--- src/sv/tcpoor_pkg.sv ---
// ============================================================================
// tcpoor_pkg - shared types for the TCP out-of-order reassembly table
// Request and result formats, result kinds, operation codes, command and
// status bundles between controller and datapath, sequence compare.
// ============================================================================
package tcpoor_pkg;

    localparam int SEQ_W       = 32;
    localparam int LEN_W       = 16;
    localparam int SLOT_W      = 4;
    localparam int MAX_RESULTS = 16;
    localparam int NRES_W      = $clog2(MAX_RESULTS + 1);

    localparam logic OP_INSERT = 1'b0;
    localparam logic OP_DRAIN  = 1'b1;

    typedef enum logic [1:0] {
        KIND_INS_OK   = 2'd0,
        KIND_INS_FULL = 2'd1,
        KIND_DRAINED  = 2'd2,
        KIND_NONE     = 2'd3
    } kind_t;

    typedef struct packed {
        logic              operation;
        logic [SEQ_W-1:0]  segment_seq;
        logic [LEN_W-1:0]  segment_len;
        logic [SLOT_W-1:0] buffer_slot;
        logic [SEQ_W-1:0]  expected_seq;
    } in_item_t;

    typedef struct packed {
        kind_t             kind;
        logic [SEQ_W-1:0]  out_seq;
        logic [LEN_W-1:0]  out_len;
        logic [SLOT_W-1:0] out_slot;
        logic [SEQ_W-1:0]  next_expected;
        logic              last;
    } out_item_t;

    typedef enum logic [1:0] {
        S_IDLE,
        S_INS_SCAN,
        S_DR_SCAN,
        S_FLUSH
    } state_t;

    typedef struct packed {
        logic load;
        logic reject;
        logic insert;
        logic step;
        logic take;
        logic finish;
        logic flush;
    } cmd_t;

    typedef struct packed {
        logic in_op;
        logic full;
        logic at_end;
        logic ins_here;
        logic hit;
        logic later;
        logic limit;
        logic pend_valid;
        logic out_free;
    } sts_t;

    function automatic logic seq_before(input logic [SEQ_W-1:0] a,
                                        input logic [SEQ_W-1:0] b);
        logic [SEQ_W-1:0] diff;
        diff = a - b;
        return diff[SEQ_W-1];
    endfunction

endpackage

--- src/sv/tcpoor_ctrl.sv ---
// ============================================================================
// tcpoor_ctrl - sequencing state machine
// Steps an insert scan or a drain walk one entry per cycle (a drain stalls on
// a blocked result) and hands the closing result to the output register.
// ============================================================================
module tcpoor_ctrl (
    input  logic               clk,
    input  logic               rst_n,
    input  logic               in_valid,
    output logic               in_ready,
    input  tcpoor_pkg::sts_t   sts,
    output tcpoor_pkg::cmd_t   cmd
);

    tcpoor_pkg::state_t state_reg;
    tcpoor_pkg::state_t state_next;

    always_ff @(posedge clk or negedge rst_n)
    begin
        if (!rst_n)
        begin
            state_reg <= tcpoor_pkg::S_IDLE;
        end
        else
        begin
            state_reg <= state_next;
        end
    end

    always_comb
    begin
        state_next = state_reg;
        cmd        = '0;
        in_ready   = 1'b0;
        unique case (state_reg)
            tcpoor_pkg::S_IDLE:
            begin
                in_ready = 1'b1;
                if (in_valid)
                begin
                    cmd.load = 1'b1;
                    if (sts.in_op == tcpoor_pkg::OP_INSERT)
                    begin
                        state_next = tcpoor_pkg::S_INS_SCAN;
                    end
                    else
                    begin
                        state_next = tcpoor_pkg::S_DR_SCAN;
                    end
                end
            end
            tcpoor_pkg::S_INS_SCAN:
            begin
                if (sts.full)
                begin
                    cmd.reject = 1'b1;
                    state_next = tcpoor_pkg::S_FLUSH;
                end
                else if (sts.at_end || sts.ins_here)
                begin
                    cmd.insert = 1'b1;
                    state_next = tcpoor_pkg::S_FLUSH;
                end
                else
                begin
                    cmd.step = 1'b1;
                end
            end
            tcpoor_pkg::S_DR_SCAN:
            begin
                if (sts.at_end || sts.limit || (!sts.hit && sts.later))
                begin
                    cmd.finish = 1'b1;
                    state_next = tcpoor_pkg::S_FLUSH;
                end
                else if (sts.hit)
                begin
                    // hold while the previous drained request cannot leave
                    if (!sts.pend_valid || sts.out_free)
                    begin
                        cmd.take = 1'b1;
                    end
                end
                else
                begin
                    cmd.step = 1'b1;
                end
            end
            tcpoor_pkg::S_FLUSH:
            begin
                if (sts.out_free)
                begin
                    cmd.flush  = 1'b1;
                    state_next = tcpoor_pkg::S_IDLE;
                end
            end
            default:
            begin
                state_next = tcpoor_pkg::S_IDLE;
            end
        endcase
    end

endmodule

--- src/sv/tcpoor_dpath.sv ---
// ============================================================================
// tcpoor_dpath - sorted descriptor table and result registers
// Holds the sorted entries, the walk pointer, the expected sequence, one
// pending result and the output register.
// ============================================================================
module tcpoor_dpath #(
    parameter int TABLE_DEPTH = 16
) (
    input  logic                  clk,
    input  logic                  rst_n,
    input  tcpoor_pkg::in_item_t  in_data,
    output tcpoor_pkg::out_item_t out_data,
    output logic                  out_valid,
    input  logic                  out_ready,
    input  tcpoor_pkg::cmd_t      cmd,
    output tcpoor_pkg::sts_t      sts
);

    localparam int AW = (TABLE_DEPTH > 1) ? $clog2(TABLE_DEPTH) : 1;
    localparam int CW = $clog2(TABLE_DEPTH + 1);

    logic [tcpoor_pkg::SEQ_W-1:0]  seq_tab_reg  [TABLE_DEPTH];
    logic [tcpoor_pkg::LEN_W-1:0]  len_tab_reg  [TABLE_DEPTH];
    logic [tcpoor_pkg::SLOT_W-1:0] slot_tab_reg [TABLE_DEPTH];

    logic [CW-1:0]                      count_reg;
    logic [CW-1:0]                      idx_reg;
    logic [tcpoor_pkg::NRES_W-1:0]      nres_reg;
    logic                               pend_valid_reg;
    logic                               out_valid_reg;
    tcpoor_pkg::out_item_t              pend_reg;
    tcpoor_pkg::out_item_t              out_reg;
    logic [tcpoor_pkg::SEQ_W-1:0]       exp_reg;
    logic [tcpoor_pkg::SEQ_W-1:0]       seg_seq_reg;
    logic [tcpoor_pkg::LEN_W-1:0]       seg_len_reg;
    logic [tcpoor_pkg::SLOT_W-1:0]      seg_slot_reg;

    logic [tcpoor_pkg::SEQ_W-1:0]  rd_seq;
    logic [tcpoor_pkg::LEN_W-1:0]  rd_len;
    logic [tcpoor_pkg::SLOT_W-1:0] rd_slot;
    logic [tcpoor_pkg::SEQ_W-1:0]  exp_next;
    logic                          out_free;
    tcpoor_pkg::out_item_t         pend_next;
    tcpoor_pkg::out_item_t         out_next;

    assign rd_seq   = seq_tab_reg[idx_reg[AW-1:0]];
    assign rd_len   = len_tab_reg[idx_reg[AW-1:0]];
    assign rd_slot  = slot_tab_reg[idx_reg[AW-1:0]];
    assign exp_next = exp_reg + {{(tcpoor_pkg::SEQ_W - tcpoor_pkg::LEN_W){1'b0}}, rd_len};
    assign out_free = !out_valid_reg || out_ready;

    always_comb
    begin
        sts            = '0;
        sts.in_op      = in_data.operation;
        sts.full       = (count_reg == CW'(TABLE_DEPTH));
        sts.at_end     = (idx_reg == count_reg);
        sts.ins_here   = tcpoor_pkg::seq_before(seg_seq_reg, rd_seq);
        sts.hit        = (rd_seq == exp_reg);
        sts.later      = tcpoor_pkg::seq_before(exp_reg, rd_seq);
        sts.limit      = (nres_reg == tcpoor_pkg::NRES_W'(tcpoor_pkg::MAX_RESULTS));
        sts.pend_valid = pend_valid_reg;
        sts.out_free   = out_free;
    end

    // table: shift up on insert, shift down on removal
    always_ff @(posedge clk)
    begin
        for (int j = 0; j < TABLE_DEPTH; j++)
        begin
            if (cmd.insert)
            begin
                if (CW'(j) == idx_reg)
                begin
                    seq_tab_reg[j]  <= seg_seq_reg;
                    len_tab_reg[j]  <= seg_len_reg;
                    slot_tab_reg[j] <= seg_slot_reg;
                end
                else if ((j > 0) && (CW'(j) > idx_reg))
                begin
                    seq_tab_reg[j]  <= seq_tab_reg[(j > 0) ? j - 1 : 0];
                    len_tab_reg[j]  <= len_tab_reg[(j > 0) ? j - 1 : 0];
                    slot_tab_reg[j] <= slot_tab_reg[(j > 0) ? j - 1 : 0];
                end
            end
            else if (cmd.take)
            begin
                if ((j < TABLE_DEPTH - 1) && (CW'(j) >= idx_reg))
                begin
                    seq_tab_reg[j]  <= seq_tab_reg[(j < TABLE_DEPTH - 1) ? j + 1 : j];
                    len_tab_reg[j]  <= len_tab_reg[(j < TABLE_DEPTH - 1) ? j + 1 : j];
                    slot_tab_reg[j] <= slot_tab_reg[(j < TABLE_DEPTH - 1) ? j + 1 : j];
                end
            end
        end
    end

    always_ff @(posedge clk or negedge rst_n)
    begin
        if (!rst_n)
        begin
            count_reg      <= '0;
            idx_reg        <= '0;
            nres_reg       <= '0;
            pend_valid_reg <= 1'b0;
            out_valid_reg  <= 1'b0;
        end
        else
        begin
            if (cmd.load)
            begin
                idx_reg        <= '0;
                nres_reg       <= '0;
                pend_valid_reg <= 1'b0;
            end
            if (cmd.step)
            begin
                idx_reg <= idx_reg + 1'b1;
            end
            if (cmd.insert)
            begin
                count_reg <= count_reg + 1'b1;
            end
            if (cmd.take)
            begin
                count_reg <= count_reg - 1'b1;
                nres_reg  <= nres_reg + 1'b1;
            end
            if (cmd.reject || cmd.insert || cmd.take || cmd.finish)
            begin
                pend_valid_reg <= 1'b1;
            end
            if (cmd.flush)
            begin
                pend_valid_reg <= 1'b0;
            end
            if (cmd.flush || (cmd.take && pend_valid_reg))
            begin
                out_valid_reg <= 1'b1;
            end
            else if (out_ready)
            begin
                out_valid_reg <= 1'b0;
            end
        end
    end

    always_comb
    begin
        pend_next = pend_reg;
        if (cmd.reject || cmd.insert)
        begin
            pend_next      = '0;
            pend_next.kind = cmd.reject ? tcpoor_pkg::KIND_INS_FULL
                                        : tcpoor_pkg::KIND_INS_OK;
        end
        if (cmd.take)
        begin
            pend_next.kind          = tcpoor_pkg::KIND_DRAINED;
            pend_next.out_seq       = rd_seq;
            pend_next.out_len       = rd_len;
            pend_next.out_slot      = rd_slot;
            pend_next.next_expected = exp_next;
            pend_next.last          = 1'b0;
        end
        if (cmd.finish && !pend_valid_reg)
        begin
            pend_next               = '0;
            pend_next.kind          = tcpoor_pkg::KIND_NONE;
            pend_next.next_expected = exp_reg;
        end
        out_next      = pend_reg;
        out_next.last = cmd.flush;
    end

    always_ff @(posedge clk)
    begin
        if (cmd.load)
        begin
            seg_seq_reg  <= in_data.segment_seq;
            seg_len_reg  <= in_data.segment_len;
            seg_slot_reg <= in_data.buffer_slot;
            exp_reg      <= in_data.expected_seq;
        end
        if (cmd.take)
        begin
            exp_reg <= exp_next;
        end
        pend_reg <= pend_next;
        if (cmd.flush || (cmd.take && pend_valid_reg))
        begin
            out_reg <= out_next;
        end
    end

    assign out_data  = out_reg;
    assign out_valid = out_valid_reg;

endmodule

--- src/sv/tcp_out_of_order_reassembly_table.sv ---
// ============================================================================
// tcp_out_of_order_reassembly_table - out-of-order segment descriptor table
// Sorted table of TCP segment descriptors with insert and in-order drain.
// ============================================================================
// Requests are taken one at a time. An insert scans the sorted table one
// entry per cycle for its place before its single result is offered. A drain
// walks the table from the head one entry per cycle, pausing on a match
// while the previous drained segment cannot leave; a matching entry is
// removed in the same cycle as it is read, and each drained segment is held
// back in the pending register so that the final one can carry last. The
// walk through the table is the limit on rate: the next request is accepted
// only once the final result has moved to the output register, later if
// results are not taken.
module tcp_out_of_order_reassembly_table #(
    parameter int TABLE_DEPTH = 16
) (
    input  logic                  clk,
    input  logic                  rst_n,
    input  logic                  in_valid,
    output logic                  in_ready,
    input  tcpoor_pkg::in_item_t  in_data,
    output logic                  out_valid,
    input  logic                  out_ready,
    output tcpoor_pkg::out_item_t out_data
);

    tcpoor_pkg::cmd_t cmd;
    tcpoor_pkg::sts_t sts;

    tcpoor_ctrl u_ctrl (
        .clk      (clk),
        .rst_n    (rst_n),
        .in_valid (in_valid),
        .in_ready (in_ready),
        .sts      (sts),
        .cmd      (cmd)
    );

    tcpoor_dpath #(
        .TABLE_DEPTH (TABLE_DEPTH)
    ) u_dpath (
        .clk       (clk),
        .rst_n     (rst_n),
        .in_data   (in_data),
        .out_data  (out_data),
        .out_valid (out_valid),
        .out_ready (out_ready),
        .cmd       (cmd),
        .sts       (sts)
    );

endmodule
--- config.mk ---
export PLATFORM = sky130hd
export DESIGN_NAME = tcp_out_of_order_reassembly_table
export DESIGN_NICKNAME = d
export VERILOG_FILES = /design/src/sv/tcpoor_pkg.sv /design/src/sv/tcpoor_ctrl.sv /design/src/sv/tcpoor_dpath.sv /design/src/sv/tcp_out_of_order_reassembly_table.sv
export SDC_FILE = /design/constraint.sdc
export NUM_CORES = 2
export LEC_CHECK = 0
export BUFFER_PORTS_ARGS = -buffer_cell sky130_fd_sc_hd__buf_4
export CORE_UTILIZATION = 35
export CTS_CLUSTER_SIZE = 14
export DETAILED_ROUTE_END_ITERATION = 12
export HOLD_SLACK_MARGIN = 0.02
export SLEW_MARGIN = 10
export SYNTH_ARGS = -nofsm -noshare
export SYNTH_HDL_FRONTEND = slang
export SYNTH_SLANG_ARGS = --single-unit
--- constraint.sdc ---
create_clock -name clk -period 8.9 [get_ports clk]
set_clock_uncertainty 0.2 [all_clocks]
set_input_delay 0.89 -clock clk [delete_from_list [all_inputs] [get_ports clk]]
set_output_delay 0.89 -clock clk [all_outputs]
set_load 0.01 [all_outputs]
# ---- Word level (Yosys, flattened, before mapping)
# Memories as Yosys holds them, arrays and structs flattened.
# Index checks and enable logic that the tools add are counted.
dict set report classes {
  shift 0
  add_sub_neg 7
  multipliers 0
  muxes 298
  n_bitwise 90
  div 0
  n_reduce_logical 26
  order_cmp 30
  n_eq_ne 26
}
# cell count
set ops {}
lappend ops {{2-to-1 mux 32 bit} 32}
lappend ops {{2-to-1 mux 16 bit} 30}
lappend ops {{2-to-1 mux 1 bit} 186}
lappend ops {{2-to-1 mux 86 bit} 2}
lappend ops {{2-to-1 mux 4 bit} 30}
lappend ops {{OR 1 bit} 90}
lappend ops {{subtractor 32 bit} 2}
lappend ops {{== test 4 x 5 -> 1 bit, first input constant} 8}
lappend ops {{> comparator 4 x 5 -> 1 bit, first input constant} 8}
lappend ops {{>= comparator 4 x 5 -> 1 bit, first input constant} 7}
lappend ops {{2-to-1 mux 33 bit} 1}
lappend ops {{adder 32 x 16 -> 32 bit} 1}
lappend ops {{== test 32 bit} 1}
lappend ops {{2-to-1 mux 5 bit} 5}
lappend ops {{== test 3 x 5 -> 1 bit, first input constant} 4}
lappend ops {{>= comparator 3 x 5 -> 1 bit, first input constant} 4}
lappend ops {{> comparator 3 x 5 -> 1 bit, first input constant} 4}
lappend ops {{2-to-1 mux 2 bit} 10}
lappend ops {{adder 5 x 1 -> 5 bit, second input constant} 3}
lappend ops {{== test 2 x 5 -> 1 bit, first input constant} 2}
lappend ops {{== test 5 bit, second input constant} 2}
lappend ops {{>= comparator 1 x 5 -> 1 bit, first input constant} 2}
lappend ops {{>= comparator 2 x 5 -> 1 bit, first input constant} 2}
lappend ops {{> comparator 2 x 5 -> 1 bit, first input constant} 2}
lappend ops {{other kinds (20)} 39}
dict set report totals {
  n_memories 3
  out_inout_bits 89
  latch_bits 0
  regBits 276
  word_cells 502
  romBits 0
  in_bits 89
  ram_bits 832
}
# memory depth width read_ports rd_ports_with_merged_regs write_ports line_no
set mem_list {}
lappend mem_list {u_dpath.seq_tab_reg 16 32 17 0 16 tcpoor_dpath.sv:22} ;# logic [tcpoor_pkg::SEQ_W-1:0] seq_tab_reg [TABLE_DEPTH];
lappend mem_list {u_dpath.len_tab_reg 16 16 17 0 16 tcpoor_dpath.sv:23} ;# logic [tcpoor_pkg::LEN_W-1:0] len_tab_reg [TABLE_DEPTH];
lappend mem_list {u_dpath.slot_tab_reg 16 4 17 0 16 tcpoor_dpath.sv:24} ;# logic [tcpoor_pkg::SLOT_W-1:0] slot_tab_reg [TABLE_DEPTH];

# ---- Depth between registers and ports, before layout
dict set report logic_depth {
  depth_word 11
  ltp_mapped 22
  ltp_nobuf 15
}

# ---- Hierarchy
# From an unflattened synthesis, not the netlist that was laid out.
dict set report unflattened {
  hier_cells 4834
  hier_area_um2 60068.9
}
# module cells_each area_each_um2 instances seq_area_each_um2
set by_module_without_submodules {}
lappend by_module_without_submodules {tcpoor_dpath 4802 59774.8 1 32586.3}
lappend by_module_without_submodules {tcpoor_ctrl 32 294.0 1 50.0}

# ---- Worst setup path before layout
# OpenSTA, ideal clock, no wires.
dict set report synth_timing {
  path_kind {register -> register}
  from {register u_dpath.idx_reg[1]}
  to {memory u_dpath.len_tab_reg[2][0] (netlist name), enable pin}
  path_buffers 6
  stages_incl_launch_ff 19
  setup_ps 526
  t_required_ps 8174
  arrival_time_ps 8665
  setup_slack_ps -492
  cell_sequence {dfrtp_1 -> buf_2 -> clkbuf_1 -> buf_1 -> buf_1 -> mux4_2 -> mux4_2 -> inv_1 -> ha_1 -> a21oi_1 -> o21ai_1 -> a221oi_1 -> o2111ai_4 -> a211oi_4 -> o31a_4 -> buf_6 -> nor2_1 -> buf_2 -> nor3_1}
}
# item line_no
set synth_rtl {}
lappend synth_rtl {{from (decl)} tcpoor_dpath.sv:27} ;# logic [CW-1:0] idx_reg;
lappend synth_rtl {{from (signal assigned)} tcpoor_dpath.sv:118} ;# idx_reg <= idx_reg + 1'b1;
lappend synth_rtl {{to (decl)} tcpoor_dpath.sv:23}

==> results.yml <==
outcome:
  status: "finished, final reports clean"
detailed_routing:
  drtPass1Iterations: 8
  vias: 41100
  wl_per_cell_um: 28.9
  ant_nets: 0
  vias_per_cell: 5.86
  wl_um: 202000
  drtIter0Drc: 5058
  drcViolationCount: 0
floorplan:
  die_h_um: 426
  die_w_um: 426
  die_area_um2: 182000
  fp-row-count: 155
  start_util: 0.352
  ios: 178
  core-area_um2: 179000
setup_path:
  critical_path.max_stage_delay_ps: 1070
  crit_arrival_ps: 7640
  path_cells: "buf_4 > mux4_2 > mux4_2 > inv_1 > ha_1 > nand4_1 > a2111oi_0 > o21ai_0 > nand2_1 > o221a_2 > o31a_4 > nand3_4 > buf_4 > mux2_2 > mux2_4"
  rr_worst_depth: 15
  end_kind: "flop"
  slowest_stage: "dfrtp_4"
  crit_fanout: 54
  cp.required_ps: 9200
  path_class: "flop to flop"
  start_kind: "flop"
final_layout:
  final_nets: 4731
  layout-drive-gt1-share: 0.307
  n_antenna_cell: 0
  fin_area_um2: 70800
  largest_register_ff_count: 512
  area_growth_pct: 12.4
pwr:
  pwr_density_cell_nw_per_um2: 437
  p_leak_nw: 27.1
  ir_drop_uv: 398
clock_tree:
  cts_root_buf: "clkbuf_16"
  cts_buffers: 116
  cts_resized: 0
  htree_levels: 3
  clk_pin_slew_ps: 70
  cts.path.max_buffers: 3
  postCtsSetupBuffers: 0
  clkLatencyLatePin_ps: 780
  tritoncts: "done"
  cts_sinks: 1108
run:
  max-cap-violations: 0
logic_synthesis:
  syn_area_per_cell_um2: 14.0
  yosysWarnings: 0
  synth_edf_count: 1035
  synth.distinct_cells: 79
  synthArstFlopShare: 0.0171
  synth_seq_area_share: 0.519
  synth_ff_type: "edfxtp_1"
  synth_cells: 4503
  yosys_register_bits: 1108
  synth_nets: 4683
  syn_area_um2: 62900
timing:
  fin_crit_sh: 0.825
  fmax_mhz: 136
  setup_violations: 0
  tightest_slew_ps: 1220
  fin_tns_setup_ps: 0
  finalMaxSlewViolations: 0
  final-hold-violation-count: 0
  relSlewSlack: 0.190
  period_needed_ps: 7340
  rsz0062_at_grt: "false"
min_path:
  hold_class: "input pin to flop"
  worstHoldPathCells: 1
placement:
  io_buffers: 177
  dp_hpwl_um: 124000
  gp_congestion: 0.850
  placed_area_um2: 66700
global_route:
  grt_pass1_vias: 40100
  grt_pass1_wl_um: 292000
  antenna_found_initial: 10
  grt_max_degree: 105
  overflow: 0
  grt_usage: 0.218
## per-layer routing
layer  vias up  track usage  routed length (µm)
li1      17400            -                   -
met1     21200        0.311               87700
met2      2080        0.339               91600
met3       304       0.0377               17600
met4         8       0.0645                5350
met5         -            0                  47
## cells in the final DEF, fill, tap and decap left out, drive strengths merged, types with 54 or more instances in the layout
| cell type | instances |
|---|---|
| mux2i | 427 |
| clkbuf | 141 |
| mux2 | 738 |
| o21ai | 225 |
| a22o | 65 |
| ha | 89 |
| edfxtp | 1035 |
| nor2 | 315 |
| dfxtp | 54 |
| mux4 | 250 |
| buf | 294 |
| inv | 62 |
| a21oi | 315 |
| nand2 | 291 |
## cell usage after synthesis (12+ instances only)
cell type / number / area share
buf_1: 32 / 0.0019
buf_4: 41 / 0.0049
dfxtp_1: 54 / 0.017
ha_1: 89 / 0.018
dfrtp_1: 19 / 0.0076
nand2_1: 284 / 0.017
a21o_1: 13 / 0.0016
buf_2: 50 / 0.0040
nor3_1: 12 / 0.00095
o21ai_1: 12 / 0.00095
mux2i_1: 426 / 0.068
xor2_1: 14 / 0.0019
and2_1: 12 / 0.0012
o21ai_0: 212 / 0.017
nor2_1: 313 / 0.019
xnor2_1: 27 / 0.0038
inv_1: 60 / 0.0036
nand3_1: 27 / 0.0021
buf_6: 65 / 0.012
mux2_2: 325 / 0.058
nand4_1: 17 / 0.0017
a21oi_1: 315 / 0.025
nor2b_1: 12 / 0.0012
clkbuf_1: 177 / 0.011
mux2_1: 111 / 0.020
edfxtp_1: 1035 / 0.49
mux4_2: 250 / 0.089
mux2_4: 302 / 0.072
a22o_1: 65 / 0.0090
## metrics by stage
stage | hold WS (ps) | util | instances | setup slack [ps] | total power [mW]
floorplan | 200 | - | 4503 | -492 | 20.2
global placement | 202 | 0.373 | 6787 | 1820 | 25.2
detailed placement | 205 | 0.373 | 6787 | 1720 | 25.4
CTS | 49.6 | 0.396 | 7006 | 1680 | 30.8
global route | 74.4 | 0.396 | 7006 | 1330 | 32.1
finish | 96.1 | 0.396 | 7006 | 1560 | 31.0
## area by class of cell
type	count	area [µm²]
well taps	2355	2950
flip-flops and latches	1108	32700
clock buffers	141	3120
clock inverters	77	973
fillers	16500	108000
inverters	61	231
repair buffers	295	2550
multi-input cells	2969	28300
## power by group
group	internal [mW]	total (mW)	switching [mW]	leakage, nW
Combinational	6.14	14.3	8.18	14.9
Sequential	9.32	11.3	1.96	10.2
Clock	3.11	5.36	2.25	1.98
## path summary, 6_finish.rpt
path / endpoint / slack (ps) / startpoint
max reg2reg: u_dpath.seq_tab_reg[4][6]$_DFFE_PP_ / 1560 / u_dpath.idx_reg[2]$_DFFE_PN0P_
min reg2reg: u_dpath.out_data[25]$_DFFE_PP_ / 220 / u_dpath.out_next[25]$_DFFE_PP_
min in group asynchronous: u_dpath.nres_reg[3]$_DFFE_PN0P_ / 360 / rst_n
max in group asynchronous: u_dpath.idx_reg[3]$_DFFE_PN0P_ / 7870 / rst_n
min: u_dpath.seg_seq_reg[27]$_DFFE_PP_ / 100 / in_data[79]
max: u_dpath.seq_tab_reg[4][6]$_DFFE_PP_ / 1560 / u_dpath.idx_reg[2]$_DFFE_PN0P_
## critical path, delay by kind of cell, from the launching register on
| kind | cells | cell delay (ps) |
|---|---|---|
| AO/OA/AOI/OAI | 4 | 1570 |
| adder cells (fa/ha/maj) | 1 | 170 |
| AND/OR/NAND/NOR | 3 | 1280 |
| buffers and inverters | 3 | 1140 |
| flip-flops | 1 | 1070 |
| multiplexers | 4 | 1490 |
## timing repair
item,4_1_cts,5_1_grt
setup endpoints to repair,0,0
hold buffers,1,0
endpoints found under the hold margin,19,0
## cells by family after synthesis
logic type                 after synthesis  share of synthesized area
and+or+nand+nor                        732                     0.0501
adders and majority gates               91                     0.0183
buffers and inverters                  426                     0.0366
DFF                                   1108                      0.519
xor gates and xnor gates                41                    0.00571
AOI/OAI and AO/OA                      690                     0.0633
muxes                                 1415                      0.307
Note: power is estimated with default switching activity, not from simulation.
